`config.mk`:
```
export PLATFORM = sky130hd
export DESIGN_NAME = tdre_ctrl
export DESIGN_NICKNAME = d
export VERILOG_FILES = /design/src/rtl/core/three_layer_dense_relu_engine_unit_defines.svh /design/src/rtl/core/tdre_pkg.sv /design/src/rtl/core/tdre_ctrl.sv
export SDC_FILE = /design/constraint.sdc
export NUM_CORES = 1
export LEC_CHECK = 0
export ABC_AREA = 1
export BUFFER_PORTS_ARGS = -buffer_cell sky130_fd_sc_hd__buf_2
export CAP_MARGIN = 20
export CORE_MARGIN = 2
export CORE_UTILIZATION = 44
export CTS_CLUSTER_SIZE = 20
export DETAILED_ROUTE_END_ITERATION = 10
export GPL_ROUTABILITY_DRIVEN = 0
export PLACE_DENSITY_LB_ADDON = 0.15
export SYNTH_ARGS = -nofsm -noshare
export SYNTH_HDL_FRONTEND = slang
export SYNTH_SLANG_ARGS = --single-unit
```
`constraint.sdc`:
```
create_clock -name i_clk -period 1.43 [get_ports i_clk]
set_input_delay 0.429 -clock i_clk [delete_from_list [all_inputs] [get_ports i_clk]]
set_output_delay 0.429 -clock i_clk [all_outputs]
set_load 0.02 [all_outputs]
```
`src/rtl/core/three_layer_dense_relu_engine_unit_defines.svh`:
```
// Assertion macros used by the dense engine top level.
`ifndef THREE_LAYER_DENSE_RELU_ENGINE_UNIT_DEFINES_SVH
`define THREE_LAYER_DENSE_RELU_ENGINE_UNIT_DEFINES_SVH

// Same-cycle implication, masked while reset is asserted.
`define TDRE_ASSERT_NOW(label, clk, rst_n, ante, cons, msg) \
    label: assert property (@(posedge clk) disable iff (!rst_n) (ante) |-> (cons)) \
        else $error(msg);

// Next-cycle implication, masked while reset is asserted.
`define TDRE_ASSERT_NEXT(label, clk, rst_n, ante, cons, msg) \
    label: assert property (@(posedge clk) disable iff (!rst_n) (ante) |=> (cons)) \
        else $error(msg);

`endif

```
`src/rtl/core/tdre_pkg.sv`:
```
// Shared types, constants and helpers of the dense engine.
package tdre_pkg;

    // Parameter defaults
    localparam int INPUT_DEPTH_DEF  = 8192;
    localparam int HIDDEN_DEPTH_DEF = 512;
    localparam int LAYER_COUNT_DEF  = 3;

    // Field widths
    localparam int REQ_W        = 2;
    localparam int VALUE_W      = 16;
    localparam int LAYER_W      = 2;
    localparam int NEURON_IDX_W = 9;
    localparam int ACC_W        = 48;
    localparam int PROD_W       = 32;
    localparam int Q_W          = 41;
    localparam int IN_TDATA_W   = 16;
    localparam int OUT_TDATA_W  = 32;

    // Configuration registers
    localparam int CFG_ADDR_W = 2;
    localparam int CFG_DATA_W = 14;
    localparam int FIRST_IN_W = 14;
    localparam int OUTS_W     = 10;

    localparam logic [FIRST_IN_W-1:0] FIRST_INPUTS_RST   = 14'd7680;
    localparam logic [OUTS_W-1:0]     FIRST_OUTPUTS_RST  = 10'd512;
    localparam logic [OUTS_W-1:0]     SECOND_OUTPUTS_RST = 10'd512;
    localparam logic [OUTS_W-1:0]     FINAL_OUTPUTS_RST  = 10'd6;

    typedef enum logic [CFG_ADDR_W-1:0] {
        CFG_FIRST_INPUTS   = 2'd0,
        CFG_FIRST_OUTPUTS  = 2'd1,
        CFG_SECOND_OUTPUTS = 2'd2,
        CFG_FINAL_OUTPUTS  = 2'd3
    } t_cfg_idx;

    typedef enum logic [REQ_W-1:0] {
        REQ_LOAD   = 2'd0,
        REQ_WEIGHT = 2'd1,
        REQ_BIAS   = 2'd2,
        REQ_RSVD   = 2'd3
    } t_req;

    // Controller -> datapath
    typedef struct packed {
        logic load;      // write activation, bump load count
        logic take_val;  // capture weight or bias
        logic fetch;     // read activation buffers
        logic mul;       // weight x activation
        logic acc;       // accumulate, bump product count
        logic round;     // add bias, round to Q8.8
        logic clip;      // ReLU, saturate, write back, advance counters
        logic err;       // stage an order-error result
        logic emit;      // move staged result to output register
    } t_cmd;

    // Datapath -> controller
    typedef struct packed {
        logic load_ok;
        logic weight_ok;
        logic bias_ok;
        logic out_free;
    } t_status;

    // Layer size clamp to [1, hi]
    function automatic int unsigned clamp_size(int unsigned v, int unsigned hi);
        int unsigned r;
        r = v;
        if (v < 1) r = 1;
        else if (v > hi) r = hi;
        return r;
    endfunction

endpackage

```
`src/rtl/core/tdre_ctrl.sv`:
```
// Sequencing state machine of the dense engine.
module tdre_ctrl
    import tdre_pkg::*;
(
    input  logic    i_clk,
    input  logic    i_rst_n,
    input  logic    i_valid,
    input  t_req    i_req,
    input  t_status i_sts,
    output logic    o_ready,
    output t_cmd    o_cmd
);

    typedef enum logic [6:0] {
        ST_IDLE  = 7'b0000001,
        ST_FETCH = 7'b0000010,
        ST_MUL   = 7'b0000100,
        ST_ACC   = 7'b0001000,
        ST_ROUND = 7'b0010000,
        ST_CLIP  = 7'b0100000,
        ST_EMIT  = 7'b1000000
    } t_state;

    t_state r_state;
    t_state n_state;

    always_ff @(posedge i_clk) begin
        if (!i_rst_n) begin
            r_state <= ST_IDLE;
        end else begin
            r_state <= n_state;
        end
    end

    assign o_ready = (r_state == ST_IDLE);

    always_comb begin
        n_state = r_state;
        o_cmd   = '0;
        unique case (r_state)
            ST_IDLE: begin
                if (i_valid) begin
                    unique case (i_req)
                        REQ_LOAD: begin
                            if (i_sts.load_ok) begin
                                o_cmd.load = 1'b1;
                            end else begin
                                o_cmd.err = 1'b1;
                                n_state   = ST_EMIT;
                            end
                        end
                        REQ_WEIGHT: begin
                            if (i_sts.weight_ok) begin
                                o_cmd.take_val = 1'b1;
                                n_state        = ST_FETCH;
                            end else begin
                                o_cmd.err = 1'b1;
                                n_state   = ST_EMIT;
                            end
                        end
                        REQ_BIAS: begin
                            if (i_sts.bias_ok) begin
                                o_cmd.take_val = 1'b1;
                                n_state        = ST_ROUND;
                            end else begin
                                o_cmd.err = 1'b1;
                                n_state   = ST_EMIT;
                            end
                        end
                        default: ;  // reserved code: dropped silently
                    endcase
                end
            end
            ST_FETCH: begin
                o_cmd.fetch = 1'b1;
                n_state     = ST_MUL;
            end
            ST_MUL: begin
                o_cmd.mul = 1'b1;
                n_state   = ST_ACC;
            end
            ST_ACC: begin
                o_cmd.acc = 1'b1;
                n_state   = ST_IDLE;
            end
            ST_ROUND: begin
                o_cmd.round = 1'b1;
                n_state     = ST_CLIP;
            end
            ST_CLIP: begin
                o_cmd.clip = 1'b1;
                n_state    = ST_EMIT;
            end
            ST_EMIT: begin
                if (i_sts.out_free) begin
                    o_cmd.emit = 1'b1;
                    n_state    = ST_IDLE;
                end
            end
            default: n_state = ST_IDLE;
        endcase
    end

endmodule

```
After elaboration in Yosys (flattened, before gate mapping)
Cells that the tools add are included.
{"block": "op_classes", "n_eq_ne": 13, "n_mux": 27, "reduce_logical": 2}
{"operator": "case mux 7 bit (6 select lines)", "n": 1}
{"operator": "2-to-1 mux 7 bit", "n": 5}
{"operator": "case mux 7 bit (3 select lines)", "n": 1}
{"operator": "2-to-1 mux 1 bit", "n": 16}
{"operator": "equality test 7 x 1 -> 1 bit, second input constant", "n": 1}
{"operator": "equality test 7 x 2 -> 1 bit, second input constant", "n": 1}
{"operator": "equality test 7 x 3 -> 1 bit, second input constant", "n": 1}
{"operator": "equality test 7 x 4 -> 1 bit, second input constant", "n": 1}
{"operator": "equality test 7 x 5 -> 1 bit, second input constant", "n": 1}
{"operator": "equality test 7 x 6 -> 1 bit, second input constant", "n": 1}
{"operator": "equality test 7 bit, second input constant", "n": 1}
{"operator": "2-to-1 mux 2 bit", "n": 2}
{"operator": "!= test 2 bit, second input constant", "n": 2}
{"operator": "!= test 4 x 1 -> 1 bit, second input constant", "n": 1}
{"operator": "AND reduction 4 bit", "n": 1}
{"operator": "!= test 3 bit, second input constant", "n": 1}
{"operator": "case mux 1 bit (3 select lines)", "n": 1}
{"operator": "equality test 2 x 1 -> 1 bit, second input constant", "n": 1}
{"operator": "equality test 2 bit, second input constant", "n": 1}
{"operator": "zero test 2 bit", "n": 1}
{"operator": "case mux 1 bit (2 select lines)", "n": 1}
{"block": "word_totals", "reg_bits": 7, "in_bits": 9, "wordCells": 43}

Logic depth before layout (Yosys ltp)
{"block": "depth", "ltp_word": 4, "ltp_mapped": 10}

Worst setup path after synthesis
Ideal clock, no wire load.
{"block": "synth_path", "path_type": "input -> output", "startpoint": "input port i_req[0]", "endpoint": "output port o_cmd[7] in the netlist's numbering", "arrival_ps": 1369, "required_ps": 1001, "setup_slack_ps": -368, "cell_stages": 4, "path_buffers": 0, "cell_sequence": "inv_1 -> ha_1 -> nand2_1 -> a211oi_1"}
{"item": "start, declared", "line": "tdre_ctrl.sv:8", "rtl": "input t_req i_req,"}
{"item": "end, declared", "line": "tdre_ctrl.sv:11", "rtl": "output t_cmd o_cmd"}

==> results summary <==
Setup repair after global routing could not meet its margin everywhere. The final antenna diode count came out at 0. The highest ir drop seen on vdd came out at 0.589 mV. The minimum hold slack came out at approximately 0.42 ns.

For the worst setup path, the data required time is 1.00 ns. The met3 track utilization from global routing is 0.0213. The proportion of synthesized chip area in sequential cells came out at 0.228. The predominant post-synthesis flop cell is sky130_fd_sc_hd__dfxtp_1.

Of the cells placed in the final design, the portion with a size suffix greater than 1 is 0.730. The min-delay analysis places its worst path in the category in -> reg. For this design the ratio of total power to cell area is 1090 nW/um2. The post-detailed-placement half-perimeter wirelength is between 1000 and 1500 um.

By area the synthesized netlist is led by sky130_fd_sc_hd__dfxtp_1 (23%), sky130_fd_sc_hd__nand2_1 (13%), sky130_fd_sc_hd__inv_1 (9.8%), sky130_fd_sc_hd__ha_1 (8.1%), sky130_fd_sc_hd__nor2_1 (7.3%). The final worst slack is -0.343 ns. The register with the most flip-flops in the final layout is r_state. The checks that failed: negative setup slack. The number of buffers added by the clock tree synthesis step came out at 3. The max-slew violation total from the final report is 0.

The hold violation count in the final report is 0. The cell area that synthesis handed to floorplanning was roughly 600 um2. The total wire length came out at 2190 um.

The post-route minimum period is about 1.8 ns. After clock tree synthesis, the clock-pin slew on the worst setup and hold paths is about 0.050 ns. The maximum fanout along the worst path came out at 3. The combinational cell fraction of total power is 0.673. The detail route stage leaves a number of antenna-violating nets equal to 0. The fraction of power spent switching nets came out at 0.419. The total clock sinks is 7. The area share of the largest cell type after synthesis came out at 0.228. STA puts the critical path data arrival time at between 1 and 1.5 ns.

In this run the horizontal extent of the chip is between 40 and 50 um. The internal power of the cells totals approximately 760 uW. In this run the most used layer during global routing was met2. The top-level port count came out at 19. The clock latency at the later pin of the worst-skew pair came out at roughly 0.26 ns. The worst setup path is of the in -> out kind.

At the pin with the least slew margin, the transition time is 0.203 ns. Using the TritonRoute via totals, the vias-per-cell ratio works out to slightly below 5. The largest stage delay on the critical path came out at roughly 0.27 ns.

In the final layout, the registers with the most flip-flops are r_state x7. The tree is rooted in a sky130_fd_sc_hd__clkbuf_4. The number of hold-repair buffers added at the cts stage is 0. The fraction of the mapped netlist area in adder cells came out at 0.0815. The leakage power came out at approximately 0.00062 uW. Of the total power, the clock network draws 0.141. The initial utilization of the core area, before any placement, comes to 0.472. The sequential cell fraction of total power came out at 0.186.

The sum of negative setup slack is -2.90 ns. The synthesized netlist cell count came out at between 90 and 100. The total vias in the final route came out at 775. The number of core rows is 13. The area of the die is about 1700 um2. The category of the worst setup path launch point is an input port. The count of different cell masters after synthesis is 22. The total number of H-tree levels came out at 1.

In the final routed layout, each cell accounts on average for between 10 and 15 um. The most common cell after layout, fill and taps aside is sky130_fd_sc_hd__buf_4. The number of synthesized register bits came out at 7. The share of synthesized area spent on multiplexers came out at 0. For this design, the slowest cell found on the critical path is sky130_fd_sc_hd__ha_4. The detailed-routing iteration count for the pre-antenna-repair pass is 4. Counting stages on the worst path, the most repeated cell is sky130_fd_sc_hd__buf_4. TritonCTS built the clock tree. The synthesized area divided by synthesized cell count came out at roughly 6.7 um2. The highest clock rate is 564 MHz. The number of DRC markers in iteration 0 is 7. The number of warnings reported in the yosys synthesis log came out at 0. The clock tree buffer depth came out at 2. By area, the combinational part of the netlist is dominated by simple AND/OR/NAND/NOR gates. In the layout the commonest cells are sky130_fd_sc_hd__buf_4 (24), sky130_fd_sc_hd__nand2_1 (14), sky130_fd_sc_hd__buf_6 (14).

The height of the die is around 41 um. The number of endpoints failing setup at the final stage came out at 11. On the final layout, the worst clock skew is ~0.00070 ns. The total overflow left after global routing is 0. The number of antenna violations at the first check in global routing is 0.

The number of flip-flops under the largest register name came out at 7. The run finished, with violations left. The placeable core area is 1300 um2. Of all flip-flops after synthesis, the portion carrying an async set or reset was 0. The worst slew slack as a fraction of its limit came out at 0.863. Max-cap violations in this run came to 0. Counting flops with a built-in enable in the synthesized netlist gives 0. The met2 track demand over resource came out at 0.496. The fraction of the mapped netlist area in compound gates came out at 0.0387. Summed over all instances, the cell type with the most area after synthesis is sky130_fd_sc_hd__dfxtp_1. Of the total synthesized cell area, the portion taken by AND, OR, NAND and NOR gates is 0.517. In the global route stage, overall resource usage came out at 0.261. The share of the synthesized netlist area taken by xor and xnor gates came out at 0. The wire length of the first global-routing pass came out at ~2800 um.

After detailed routing, the number of remaining DRC violations is 0. The synthesized net count came out at ~110. The share of the clock period used by the worst path is 1.24.

The post-synthesis to final-layout area growth is 94.9%. The number of global-route vias before repair is 718. STA classifies the critical path endpoint as an output port.

The number of port buffers came out at 18. The global routing usage on met1 is 0.250. The final-stage net count is between 150 and 200.

The pin count of the biggest net entering global routing came out at 5. For this design the total switching power over the nets is ~550 uW. The signal on the critical path passes through buf_4 -> inv_2 -> ha_4 -> nand2_1 -> a211oi_2 -> buf_4.
-- critical path: cells and delay by family --
kind	cells	cell delay [ns]
and+or+nand+nor	1	0.06
buffers and inverters	3	0.35
adders and majority gates	1	0.27
AOI/OAI and AO/OA	1	0.23
-- layout make-up --
type | count | area, um2
inverter | 22 | 85.1
fill | 55 | 104
multi-input combinational | 63 | 531
sequential | 7 | 149
timing repair buffer | 45 | 388
clock buffer | 4 | 26.3
tap | 15 | 18.8
-- per-layer routing --
metal / vias to the layer above / routed length (um)
met5: - / 0
met4: 0 / 142
met3: 12 / 70
met2: 32 / 1220
met1: 352 / 757
li1: 379 / -
-- through the flow --
stage               std cells  power, uW   util  setup slack, ns  instance area (um2)
finish                    156       1310  0.920           -0.343                 1200
CTS                       154       1190  0.858           -0.317                 1120
global placement          147        841  0.717           -0.344                  933
floorplan                  92        584      -           -0.188                  647
detailed placement        147        859  0.717           -0.361                  933
global route              156       1380  0.920           -0.435                 1200
-- timing repair --
action,CTS,global route
pin swaps,7,10
gates resized for setup,40,23
setup buffers,3,3
setup endpoints to repair,10,15
-- logic make-up (layout without fill, tap and decap cells) --
family,count (synthesis),in the layout
DFF,7,7
buffers and inverters,22,71
adders and majority gates,4,4
AOI/OAI and AO/OA,3,3
and+or+nand+nor,56,56
-- synthesized netlist by cell type (2+ instances only) --
library cell	instances
sky130_fd_sc_hd__dfxtp_1	7
sky130_fd_sc_hd__ha_1	4
sky130_fd_sc_hd__inv_1	16
sky130_fd_sc_hd__inv_2	5
sky130_fd_sc_hd__nand2_1	21
sky130_fd_sc_hd__nand2_4	2
sky130_fd_sc_hd__nand3_1	5
sky130_fd_sc_hd__nand3_2	2
sky130_fd_sc_hd__nor2_1	12
sky130_fd_sc_hd__nor2_2	3
sky130_fd_sc_hd__nor2_4	2
sky130_fd_sc_hd__nor3_2	3
-- power by group through the flow --
| stage | registers [uW] | logic, uW | clock network, uW |
|---|---|---|---|
| after detailed placement | 239 | 620 | 0 |
| after floorplan | 236 | 348 | 0 |
| final | 243 | 879 | 184 |
| after global routing | 246 | 936 | 197 |
| after CTS | 237 | 770 | 184 |
| after global placement | 237 | 604 | 0 |
-- path summary, 6_finish.rpt --
| path | start | end | slack, ns | cells past startpoint |
|---|---|---|---|---|
| worst max register to register | r_state[1] | r_state[0] | 0.03 | 11 |
| worst min-delay path | i_rst_n | r_state[5] | 0.42 | 3 |
| worst max-delay path | i_req[1] | o_cmd[7] | -0.34 | 6 |
| worst min register to register | r_state[3] | r_state[3] | 0.69 | 4 |
(Power assumes the default switching activity.)
